<file path="src/rtl/tsa_pkg.sv">
package tsa_pkg;

	localparam int MODE_W   = 2;
	localparam int ADDR_W   = 32;
	localparam int STATUS_W = 2;
	localparam int SLOT_W   = 6;
	localparam int CPU_W    = 4;
	localparam int CFG_IDX_W = 1;
	localparam int CFG_DATA_W = 32;

	localparam logic [MODE_W-1:0] MODE_MAP   = 2'd0;
	localparam logic [MODE_W-1:0] MODE_UNMAP = 2'd1;
	localparam logic [MODE_W-1:0] MODE_FLUSH = 2'd2;

	localparam logic [STATUS_W-1:0] ST_OK       = 2'd0;
	localparam logic [STATUS_W-1:0] ST_NO_SLOT  = 2'd1;
	localparam logic [STATUS_W-1:0] ST_NOT_USED = 2'd2;

	localparam logic [CFG_IDX_W-1:0] CFG_WINDOW_BASE = 1'd0;
	localparam logic [CFG_IDX_W-1:0] CFG_CPU_INDEX   = 1'd1;

	typedef struct packed {
		logic [STATUS_W-1:0] status;
		logic [SLOT_W-1:0]   slot;
		logic [ADDR_W-1:0]   mapped_addr;
		logic                flush_needed;
		logic [ADDR_W-1:0]   flush_addr;
	} rsp_t;

endpackage

</file>
<file path="src/rtl/tsa_if.sv">
interface tsa_req_if;
	import tsa_pkg::*;

	logic              valid;
	logic              ready;
	logic [MODE_W-1:0] mode;
	logic [ADDR_W-1:0] virt_addr;

	modport source (output valid, output mode, output virt_addr, input ready);
	modport sink   (input valid, input mode, input virt_addr, output ready);
endinterface

interface tsa_rsp_if;
	import tsa_pkg::*;

	logic                valid;
	logic                ready;
	logic [STATUS_W-1:0] status;
	logic [SLOT_W-1:0]   slot;
	logic [ADDR_W-1:0]   mapped_addr;
	logic                flush_needed;
	logic [ADDR_W-1:0]   flush_addr;

	modport source (output valid, output status, output slot, output mapped_addr,
		output flush_needed, output flush_addr, input ready);
	modport sink   (input valid, input status, input slot, input mapped_addr,
		input flush_needed, input flush_addr, output ready);
endinterface

</file>
<file path="src/rtl/transient_slot_allocator_top.sv">
// Transient slot allocator.
// req channel: mode (map, unmap, flush done advice) and virt_addr (unmap only).
// rsp channel: exactly one result per request: status, slot, mapped_addr,
// flush_needed and flush_addr.
// cfg port: write window_base (index 0) or cpu_index (index 1) while idle.
// Pipeline: the first three stages reduce the unmap address to a slot
// number, the fourth stage holds the free/released masks and forms the
// result in the output register.
// Throughput: one request per cycle while the receiver takes results, set
// by the mask update in the fourth stage.
// Reset: every slot free, no slot released, both registers zero.
// When the receiver stalls with a result waiting, the whole pipeline holds
// and req.ready drops; it rises again in the cycle the result is taken.
module transient_slot_allocator_top #(
	parameter int SLOTS      = 64,
	parameter int PAGE_SHIFT = 13
) (
	input  logic                              clk,
	input  logic                              arst_n,
	input  logic                              cfg_we,
	input  logic [tsa_pkg::CFG_IDX_W-1:0]     cfg_index,
	input  logic [tsa_pkg::CFG_DATA_W-1:0]    cfg_wdata,
	tsa_req_if.sink                           req,
	tsa_rsp_if.source                         rsp
);
	import tsa_pkg::*;

	localparam int SW    = (SLOTS > 1) ? $clog2(SLOTS) : 1;
	localparam int EB    = ADDR_W - PAGE_SHIFT;
	localparam int SUMW  = $clog2(EB * (SLOTS - 1) + 1);
	localparam logic [SUMW-1:0] RECIP = SUMW'((1 << SUMW) / SLOTS);
	localparam logic [SUMW-1:0] SLOTS_V = SUMW'(SLOTS);

	// configuration
	logic [ADDR_W-1:0] window_base_q;
	logic [CPU_W-1:0]  cpu_index_q;
	logic [ADDR_W-1:0] grp_base_q;

	always_ff @(posedge clk or negedge arst_n) begin
		if (!arst_n) begin
			window_base_q <= '0;
			cpu_index_q   <= '0;
		end else if (cfg_we) begin
			unique case (cfg_index)
				CFG_WINDOW_BASE: window_base_q <= cfg_wdata[ADDR_W-1:0];
				CFG_CPU_INDEX:   cpu_index_q   <= cfg_wdata[CPU_W-1:0];
				default: ;
			endcase
		end
	end

	// page index of slot 0 of this processor's group, relative to window_base
	logic [ADDR_W-1:0] grp_entry;
	assign grp_entry = ADDR_W'(cpu_index_q) * ADDR_W'(SLOTS);

	always_ff @(posedge clk or negedge arst_n) begin
		if (!arst_n) begin
			grp_base_q <= '0;
		end else begin
			grp_base_q <= window_base_q + (grp_entry << PAGE_SHIFT);
		end
	end

	// pipeline control
	logic adv;
	logic v_s1, v_s2, v_s3, v_s4;
	logic [MODE_W-1:0] mode_s1, mode_s2, mode_s3, mode_s4;
	logic [ADDR_W-1:0] va_s1;
	logic [SUMW-1:0]   sum_s2, sum_s3;
	logic [SUMW-1:0]   q_s3;
	logic [SW-1:0]     slot_s4;
	logic              rsp_valid_q;
	rsp_t              rsp_q;

	assign adv       = !rsp_valid_q || rsp.ready;
	assign req.ready = adv;

	always_ff @(posedge clk or negedge arst_n) begin
		if (!arst_n) begin
			v_s1 <= 1'b0;
			v_s2 <= 1'b0;
			v_s3 <= 1'b0;
			v_s4 <= 1'b0;
			rsp_valid_q <= 1'b0;
		end else if (adv) begin
			v_s1 <= req.valid;
			v_s2 <= v_s1;
			v_s3 <= v_s2;
			v_s4 <= v_s3;
			rsp_valid_q <= v_s4;
		end
	end

	// stage 1: page number of the unmap address, folded to a small sum
	// of (2^i mod SLOTS) weights
	logic [ADDR_W-1:0] diff;
	logic [EB-1:0]     entry;
	logic [SUMW-1:0]   fold_sum;

	assign diff  = va_s1 - window_base_q;
	assign entry = diff[ADDR_W-1:PAGE_SHIFT];

	always_comb begin
		fold_sum = '0;
		for (int i = 0; i < EB; i++) begin
			if (entry[i])
				fold_sum = fold_sum + SUMW'((1 << i) % SLOTS);
		end
	end

	// stage 2: quotient estimate by reciprocal, low by at most one
	logic [2*SUMW-1:0] prod;
	assign prod = (2*SUMW)'(sum_s2) * (2*SUMW)'(RECIP);

	// stage 3: remainder with one correction
	logic [SUMW-1:0] rem;
	logic [SUMW-1:0] rem_fix;
	always_comb begin
		rem     = sum_s3 - SUMW'(q_s3 * SLOTS_V);
		rem_fix = (rem >= SLOTS_V) ? (rem - SLOTS_V) : rem;
	end

	always_ff @(posedge clk) begin
		if (adv) begin
			mode_s1 <= req.mode;
			va_s1   <= req.virt_addr;
			mode_s2 <= mode_s1;
			sum_s2  <= fold_sum;
			mode_s3 <= mode_s2;
			sum_s3  <= sum_s2;
			q_s3    <= prod[2*SUMW-1:SUMW];
			mode_s4 <= mode_s3;
			slot_s4 <= rem_fix[SW-1:0];
		end
	end

	// stage 4: masks and result
	logic [SLOTS-1:0] free_q, rel_q;
	logic [SLOTS-1:0] free_d, rel_d;
	logic             f_found, r_found;
	logic [SW-1:0]    f_idx, r_idx;
	logic [SW-1:0]    pick_idx;
	logic [ADDR_W-1:0] pick_addr;
	rsp_t             rsp_d;

	always_comb begin
		f_found = 1'b0;
		r_found = 1'b0;
		f_idx   = '0;
		r_idx   = '0;
		for (int i = SLOTS - 1; i >= 0; i--) begin
			if (free_q[i]) begin
				f_found = 1'b1;
				f_idx   = SW'(i);
			end
			if (rel_q[i]) begin
				r_found = 1'b1;
				r_idx   = SW'(i);
			end
		end
	end

	assign pick_idx  = f_found ? f_idx : r_idx;
	assign pick_addr = grp_base_q + (ADDR_W'(pick_idx) << PAGE_SHIFT);

	always_comb begin
		free_d = free_q;
		rel_d  = rel_q;
		rsp_d  = '0;
		unique case (mode_s4)
			MODE_MAP: begin
				priority if (f_found) begin
					free_d[f_idx]     = 1'b0;
					rsp_d.slot        = SLOT_W'(f_idx);
					rsp_d.mapped_addr = pick_addr;
				end else if (r_found) begin
					// reclaim: the stale translation must be flushed
					rel_d[r_idx]       = 1'b0;
					rsp_d.slot         = SLOT_W'(r_idx);
					rsp_d.mapped_addr  = pick_addr;
					rsp_d.flush_needed = 1'b1;
					rsp_d.flush_addr   = pick_addr;
				end else begin
					rsp_d.status = ST_NO_SLOT;
				end
			end
			MODE_UNMAP: begin
				rsp_d.slot = SLOT_W'(slot_s4);
				if (free_q[slot_s4] || rel_q[slot_s4])
					rsp_d.status = ST_NOT_USED;
				else
					rel_d[slot_s4] = 1'b1;
			end
			MODE_FLUSH: begin
				free_d = free_q | rel_q;
				rel_d  = '0;
			end
			default: ;
		endcase
	end

	always_ff @(posedge clk or negedge arst_n) begin
		if (!arst_n) begin
			free_q <= '1;
			rel_q  <= '0;
		end else if (adv && v_s4) begin
			free_q <= free_d;
			rel_q  <= rel_d;
		end
	end

	always_ff @(posedge clk) begin
		if (adv)
			rsp_q <= rsp_d;
	end

	assign rsp.valid        = rsp_valid_q;
	assign rsp.status       = rsp_q.status;
	assign rsp.slot         = rsp_q.slot;
	assign rsp.mapped_addr  = rsp_q.mapped_addr;
	assign rsp.flush_needed = rsp_q.flush_needed;
	assign rsp.flush_addr   = rsp_q.flush_addr;

endmodule
</file>
<file path="src/flat_wrapper.sv">
// flat-port wrapper written by rule: the top's interface ports become plain ports
module transient_slot_allocator_top_flat import tsa_pkg::*;
#(
	parameter int SLOTS      = 64,
	parameter int PAGE_SHIFT = 13
)
  (clk, arst_n, cfg_we, cfg_index, cfg_wdata, req_valid, req_mode, req_virt_addr, req_ready, rsp_valid, rsp_status, rsp_slot, rsp_mapped_addr, rsp_flush_needed, rsp_flush_addr, rsp_ready);
  tsa_req_if req_i ();
  tsa_rsp_if rsp_i ();
  input  logic clk;
  input  logic arst_n;
  input  logic cfg_we;
  input  logic [tsa_pkg::CFG_IDX_W-1:0] cfg_index;
  input  logic [tsa_pkg::CFG_DATA_W-1:0] cfg_wdata;
  input wire logic [$bits(req_i.valid)-1:0] req_valid;
  input wire logic [$bits(req_i.mode)-1:0] req_mode;
  input wire logic [$bits(req_i.virt_addr)-1:0] req_virt_addr;
  output wire logic [$bits(req_i.ready)-1:0] req_ready;
  output wire logic [$bits(rsp_i.valid)-1:0] rsp_valid;
  output wire logic [$bits(rsp_i.status)-1:0] rsp_status;
  output wire logic [$bits(rsp_i.slot)-1:0] rsp_slot;
  output wire logic [$bits(rsp_i.mapped_addr)-1:0] rsp_mapped_addr;
  output wire logic [$bits(rsp_i.flush_needed)-1:0] rsp_flush_needed;
  output wire logic [$bits(rsp_i.flush_addr)-1:0] rsp_flush_addr;
  input wire logic [$bits(rsp_i.ready)-1:0] rsp_ready;
  assign req_i.valid = req_valid;
  assign req_i.mode = req_mode;
  assign req_i.virt_addr = req_virt_addr;
  assign req_ready = req_i.ready;
  assign rsp_valid = rsp_i.valid;
  assign rsp_status = rsp_i.status;
  assign rsp_slot = rsp_i.slot;
  assign rsp_mapped_addr = rsp_i.mapped_addr;
  assign rsp_flush_needed = rsp_i.flush_needed;
  assign rsp_flush_addr = rsp_i.flush_addr;
  assign rsp_i.ready = rsp_ready;
  transient_slot_allocator_top #(.SLOTS(SLOTS), .PAGE_SHIFT(PAGE_SHIFT)) u_core (.clk(clk), .arst_n(arst_n), .cfg_we(cfg_we), .cfg_index(cfg_index), .cfg_wdata(cfg_wdata), .req(req_i), .rsp(rsp_i));
endmodule
</file>
<file path="config.mk">
export PLATFORM = sky130hd
export DESIGN_NAME = transient_slot_allocator_top_flat
export DESIGN_NICKNAME = d
export VERILOG_FILES = /design/src/rtl/tsa_pkg.sv /design/src/rtl/tsa_if.sv /design/src/rtl/transient_slot_allocator_top.sv /design/src/flat_wrapper.sv
export SDC_FILE = /design/constraint.sdc
export NUM_CORES = 1
export LEC_CHECK = 0
export BUFFER_PORTS_ARGS = -buffer_cell sky130_fd_sc_hd__buf_4
export CORE_MARGIN = 1.5
export CORE_UTILIZATION = 60
export DETAILED_ROUTE_END_ITERATION = 6
export PLACE_DENSITY_LB_ADDON = 0.12
export SETUP_SLACK_MARGIN = 0.4
export SLEW_MARGIN = 10
export SYNTH_ARGS = -nofsm -noshare
export SYNTH_HDL_FRONTEND = slang
export SYNTH_SLANG_ARGS = --single-unit
</file>
<file path="constraint.sdc">
create_clock -name clk -period 17.15 [get_ports clk]
set_clock_uncertainty 0.1 [all_clocks]
set_input_delay 1.715 -clock clk [delete_from_list [all_inputs] [get_ports clk]]
set_output_delay 1.715 -clock clk [all_outputs]
set_load 0.01 [all_outputs]
</file>
; Yosys cells after proc, flatten, opt, wreduce, memory -nomap -nowiden
; Cells that the tools add are included.
[op_classes]
n_lt_le_gt_ge = 7
n_mux = 286
bitwise_logic = 9
n_eq_ne = 6
add_sub_neg = 10
n_reduce_logical = 16
[ops]
columns = op, n
row1 = 2-to-1 mux 6 bit, 130
row2 = 2-to-1 mux 64 bit, 4
row3 = case mux 64 bit (3 select lines), 1
row4 = 2-to-1 mux 1 bit, 136
row5 = bitwise AND 64 bit, 2
row6 = inverter 64 bit, 2
row7 = OR 64 bit, 2
row8 = case mux 64 bit (2 select lines), 1
row9 = 2-to-1 mux 71 bit, 1
row10 = 2-to-1 mux 11 bit, 5
row11 = 2-to-1 mux 38 bit, 1
row12 = adder 32 x 19 -> 32 bit, 1
row13 = adder 32 x 23 -> 32 bit, 1
row14 = "< comparator 6 x 7 -> 1 bit, second input constant", 3
row15 = subtractor 19 bit, 1
row16 = demux 1 bit (select 6 bit), 3
row17 = "greater-or-equal comparator 6 x 1 -> 1 bit, second input constant", 3
row18 = case mux 8 bit (2 select lines), 1
row19 = binary-select mux 1 bit (select 6 bit), 2
row20 = "adder 11 x 3 -> 11 bit, second input constant", 1
row21 = "adder 11 x 4 -> 11 bit, second input constant", 1
row22 = "adder 11 x 5 -> 11 bit, second input constant", 1
row23 = "adder 11 x 6 -> 11 bit, second input constant", 1
row24 = "greater-or-equal comparator 11 x 7 -> 1 bit, second input constant", 1
row25 = 20 further kinds, 29
[word_totals]
regBits = 334
out_inout_bits = 75
wordCells = 358
in_bits = 72

; Depth between registers and ports, before layout
[depth]
word_depth = 73
mapped_depth = 19
depth_no_buf = 17

; Least setup slack after synthesis
; OpenSTA, ideal clock, no wires.
[synth_timing]
path_kind = input -> register
start = input rsp_ready
end = register u_core.free_q[4]
setup_time_ns = 0.112
cell_stages = 8
arrival_ns = 7.315
n_path_buf = 2
t_required_ns = 16.938
slack_ns = 9.624
path_cell_list = nand2b_1 -> clkbuf_1 -> o211ai_1 -> a21o_1 -> buf_2 -> a2111o_1 -> nor4_1 -> a31oi_1
[synth_between]
elab_chain_cells = 3
[synth_rtl]
columns = element, line
row1 = "start, declared", flat_wrapper.sv:25  ; input wire logic [$bits(rsp_i.ready)-1:0] rsp_ready;
row2 = logical OR 1 bit, transient_slot_allocator_top.sv:75  ; assign adv = !rsp_valid_q || rsp.ready;
row3 = net req_ready, flat_wrapper.sv:18  ; output wire logic [$bits(req_i.ready)-1:0] req_ready;
row4 = logical AND 1 bit, transient_slot_allocator_top.sv:206  ; end else if (adv && v_s4) begin
row5 = AND reduction 3 bit (no line), -
row6 = "end signal, assigned", transient_slot_allocator_top.sv:207  ; free_q <= free_d;
row7 = "end, declared", transient_slot_allocator_top.sv:138  ; logic [SLOTS-1:0] free_q, rel_q;
; The timed path passes the listed nets, and every way through them passes these cells.
; A chain may end at the register's enable or synchronous reset.

; Worst setup path in the final report
[layout_timing]
start = register u_core.rel_q[32]
end = register u_core.rsp_q, in the netlist u_core.rsp.flush_addr[28], data pin
[layout_between]
elab_chain_cells = 35
elab_cells_between_ends = 70
classes_between = add/sub: 1 / mux: 67 / bitwise: 1 / reduce/logical: 1
[layout_rtl]
columns = element, line
row1 = "start, declared", transient_slot_allocator_top.sv:138
row2 = "start signal, assigned", transient_slot_allocator_top.sv:208  ; rel_q <= rel_d;
row3 = 2-to-1 mux 6 bit / 2-to-1 mux 1 bit (equally long branches) (33 in series), transient_slot_allocator_top.sv:156  ; if (rel_q[i]) begin
row4 = 2-to-1 mux 6 bit / inverter 1 bit (equally long branches), -
row5 = adder 32 x 19 -> 32 bit / OR reduction 3 bit (equally long branches), -
row6 = "end signal, assigned", transient_slot_allocator_top.sv:214  ; rsp_q <= rsp_d;
row7 = "end, declared", transient_slot_allocator_top.sv:73  ; rsp_t rsp_q;
; Parallel ways exist; a longest one is shown, timed or not.

==> impl_metrics.csv <==
group,metric,value,unit
sta,final.min_clock_period,5.45,ns
worst_setup_path,worst-endpoint-arrival,5.60,ns
yosys,avgSynthCellArea,9.92,µm²
routing,wl,54.4,mm
yosys,synthMuxAreaShare,2.19,%
clocking,cts.sinks,319,
layout,synthToLayoutAreaGrowth,13.8,%
hold_path,min_path_type,"flop to flop",
routing,drc,0,
clocking,ctsLongestPathBuffers,3,
sta,finalCritPeriodShare,31.8,%
global_routing,grt_pass1_vias,14617,
yosys,synth_adder_area_share,2.54,%
worst_setup_path,r2r_end,"u_core.rsp.flush_addr[28]",
placed_design,gp_congestion,0.986,
worst_setup_path,worstSetupPathType,"flop to flop",
sta,maxSlewViolCount,0,
yosys,synth_top_area_cell,"edfxtp_1",
yosys,synth.distinct_cells,86,
clocking,htree_levels,2,
placed_design,post-place-cells,2116,
yosys,synth_flop_cell,"dfrtp_1",
clocking,cts_resized,0,
sta,maxSlewHeadroom,20.3,%
floorplanning,start_util,60.8,%
worst_setup_path,crit_required,17.29,ns
worst_setup_path,endpoint,"u_core.rsp.flush_addr[28]",
floorplanning,core,0.0277,mm²
global_routing,grt_pass1_wl,83.5,mm
pwr,p_leak,7.92,nW
sta,worst_pin_slew,1.19,ns
yosys,yosysTopAreaCellShare,21.0,%
yosys,synth-simple-area-share,16.2,%
yosys,syn_inst,1698,
layout,nets,1880,
sta,finalSetupViolCount,0,
floorplanning,ios,147,
layout,antenna_cells,0,
yosys,syn-cell-area,0.0168,mm²
pwr,ir_worst_vdd,85.9,µV
global_routing,grt_max_degree,75,
layout,design_area,0.0192,mm²
layout,stdcell_count,2179,
placed_design,place_hpwl,38.0,mm
worst_setup_path,critPathMaxFanout,9,
sta,fmax,0.183,GHz
yosys,yosys_warnings,0,
worst_setup_path,critPathLaunchType,"flop",
yosys,synth_top_family_by_area,"compound AO/OA/AOI/OAI gates",
yosys,seq_area_frac_synth,51.4,%
yosys,syn-num-nets,1803,
yosys,synth_edf_count,118,
yosys,async_flop_share,63.0,%
layout,drive_above_1_share,19.1,%
routing,drt-pass1-iter-count,7,
routing,ant_nets,0,
flow_run,cap_violations,0,
clocking,post_cts_buffers,0,
yosys,synth_compound_area_share,21.2,%
global_routing,antenna_found_initial,0,
floorplanning,die_w,171,µm
worst_setup_path,reg2reg_slack,11.70,ns
hold_path,min_from,"u_core.window_base_q[4]",
worst_setup_path,end_kind,"flop",
clocking,cts_buffers,35,
clocking,cts_tree,"built",
global_routing,grt.overflow.total,0,
clocking,clkTransAtPathRegs,0.06,ns
clocking,cts_root_buf,"clkbuf_16",
worst_setup_path,timing.rr.start,"u_core.rel_q[32]",
routing,vias,14954,
sta,hold_viol_final,0,
routing,first_iter_violations,1913,
pwr,cellPowerDensity,164,mW/mm²
clocking,insertion_delay,0.53,ns
placed_design,port_buffers,133,
yosys,synthXorXnorAreaFrac,1.72,%
layout,register_area,0.00865,mm²
placed_design,placement.cell_area,0.0181,mm²
routing,avgRoutedWirePerCell,25.0,µm
clocking,cts_hold_buffers,0,
run_status,status,"finished, final reports clean",
yosys,ys_ff_latch,319,
worst_setup_path,reg2reg_depth,18,
sta,rsz0062_at_grt,"false",
yosys,synthTopCellsByArea,"edfxtp_1, dfrtp_1, dfstp_2",
routing,routed_via_density,6.86,
global_routing,grtUsageTotal,38.0,%
floorplanning,rows,61,
layout,multi_input_area,0.00745,mm²
worst_setup_path,crit_start,"u_core.rel_q[32]",
floorplanning,die_area,0.0291,mm²
layout,fill_cells,2128,
floorplanning,die_height,171,µm
sta,fin_tns_setup,0,ns
## synthesized netlist by cell type, types with 23 or more instances
cell type,number
a21oi_1,183
nor2_1,147
dfrtp_1,137
edfxtp_1,118
o21ai_0,90
clkbuf_1,87
inv_1,87
nand2_1,80
a31oi_1,74
dfstp_2,64
nor3_1,59
nor4_1,54
and2_1,46
ha_1,31
mux2_2,24
nand3_1,23
xnor2_1,23
## worst min path at each step
stage	end	cells past startpoint	slack [ns]
6_report	u_core.grp_base_q[4]	0	0.27
5_1_grt	u_core.grp_base_q[4]	0	0.28
4_1_cts	u_core.grp_base_q[4]	0	0.28
3_5_place_dp	u_core.grp_base_q[6]	0	0.26
3_3_place_gp	u_core.grp_base_q[5]	0	0.26
2_1_floorplan	u_core.grp_base_q[10]	0	0.25
## final cells by class
class / count / share of cell area, %
timing repair buffer: 153 / 6.02
clock buffer: 51 / 5.25
inverter: 87 / 1.70
clock inverter: 12 / 0.561
tap: 378 / 2.47
multi-input combinational: 1179 / 38.9
sequential: 319 / 45.1
## flip-flops by register name, summed over array words and instances (netlist names)
register / flops
u_core.free_q: 64
u_core.rel_q: 64
u_core.grp_base_q: 32
u_core.rsp.flush_addr: 32
u_core.rsp.mapped_addr: 32
u_core.window_base_q: 32
u_core.va_s1: 19
u_core.rsp.slot: 6
u_core.slot_s4: 6
u_core.sum_s2: 6
u_core.sum_s3: 6
u_core.cpu_index_q: 4
u_core.mode_s1: 2
u_core.mode_s2: 2
u_core.mode_s3: 2
u_core.mode_s4: 2
u_core.rsp.status: 2
u_core.rsp.flush_needed: 1
u_core.rsp.valid: 1
u_core.v_s1: 1
u_core.v_s2: 1
u_core.v_s3: 1
u_core.v_s4: 1
## metal layers
| metal | up-vias | global-route usage (%) | routed length (µm) |
|---|---|---|---|
| met3 | 285 | 9.25 | 5600 |
| met1 | 7183 | 46.2 | 19800 |
| met4 | 0 | 23.1 | 3590 |
| li1 | 6496 | - | - |
| met2 | 990 | 61.5 | 25400 |
| met5 | - | 0 | 0 |
## through the flow
stage	utilization, %	setup WS [ns]	hold WS (ns)	total power [W]
finish	69.2	11.70	0.271	0.00314
global route	69.2	11.47	0.280	0.00327
CTS	69.2	11.91	0.275	0.00310
detailed placement	65.2	11.94	0.263	0.00236
global placement	65.2	12.05	0.256	0.00234
floorplan	-	9.62	0.254	0.00187
## worst max-delay path, stage by stage (launching register included)
cell and delay (ns):
dfrtp_1 0.52, nor4_1 0.66, o31ai_1 0.16, nor4b_1 0.75
nand2_1 0.16, a31o_2 0.29, nor3_2 0.11, buf_4 0.23
a21oi_1 0.12, inv_1 0.14, ha_1 0.24, a21o_1 0.16
a21oi_1 0.23, o21bai_1 0.11, a21o_1 0.20, a21oi_1 0.45
nor4b_1 0.14, xnor2_1 0.28, nor2_1 0.08
## cell usage in the layout, fill, tap and decap left out, types with 11 or more instances in the layout
cell	n
nand4_1	12
dfstp_2	64
nor2b_1	19
or4_1	11
a21oi_1	183
clkbuf_16	35
a31o_2	20
o211ai_1	17
nor2_1	145
nor4_1	53
o22a_1	16
o21ai_0	90
dfrtp_1	137
nor3_1	55
nand2_1	80
buf_4	152
mux2_2	24
inv_1	87
a21o_1	12
nand3_1	23
a32oi_1	20
nand2b_1	13
ha_1	31
xnor2_1	23
a211oi_1	15
and3_1	15
a31oi_1	74
and2_1	46
edfxtp_1	118
## report_power, final
group | total, W | switching (W) | internal, W
Sequential | 0.00111 | 0.000128 | 0.000979
Combinational | 0.00130 | 0.000872 | 0.000428
Clock | 0.000735 | 0.000309 | 0.000426
Total | 0.00314 | 0.00131 | 0.00183
## logic make-up after synthesis
family | after synthesis
muxes | 32
buffers and inverters | 200
xor gates and xnor gates | 33
adders and majority gates | 33
and+or+nand+nor | 525
AOI/OAI and AO/OA | 556
DFF | 319
Note: power is estimated with default switching activity, not from simulation.
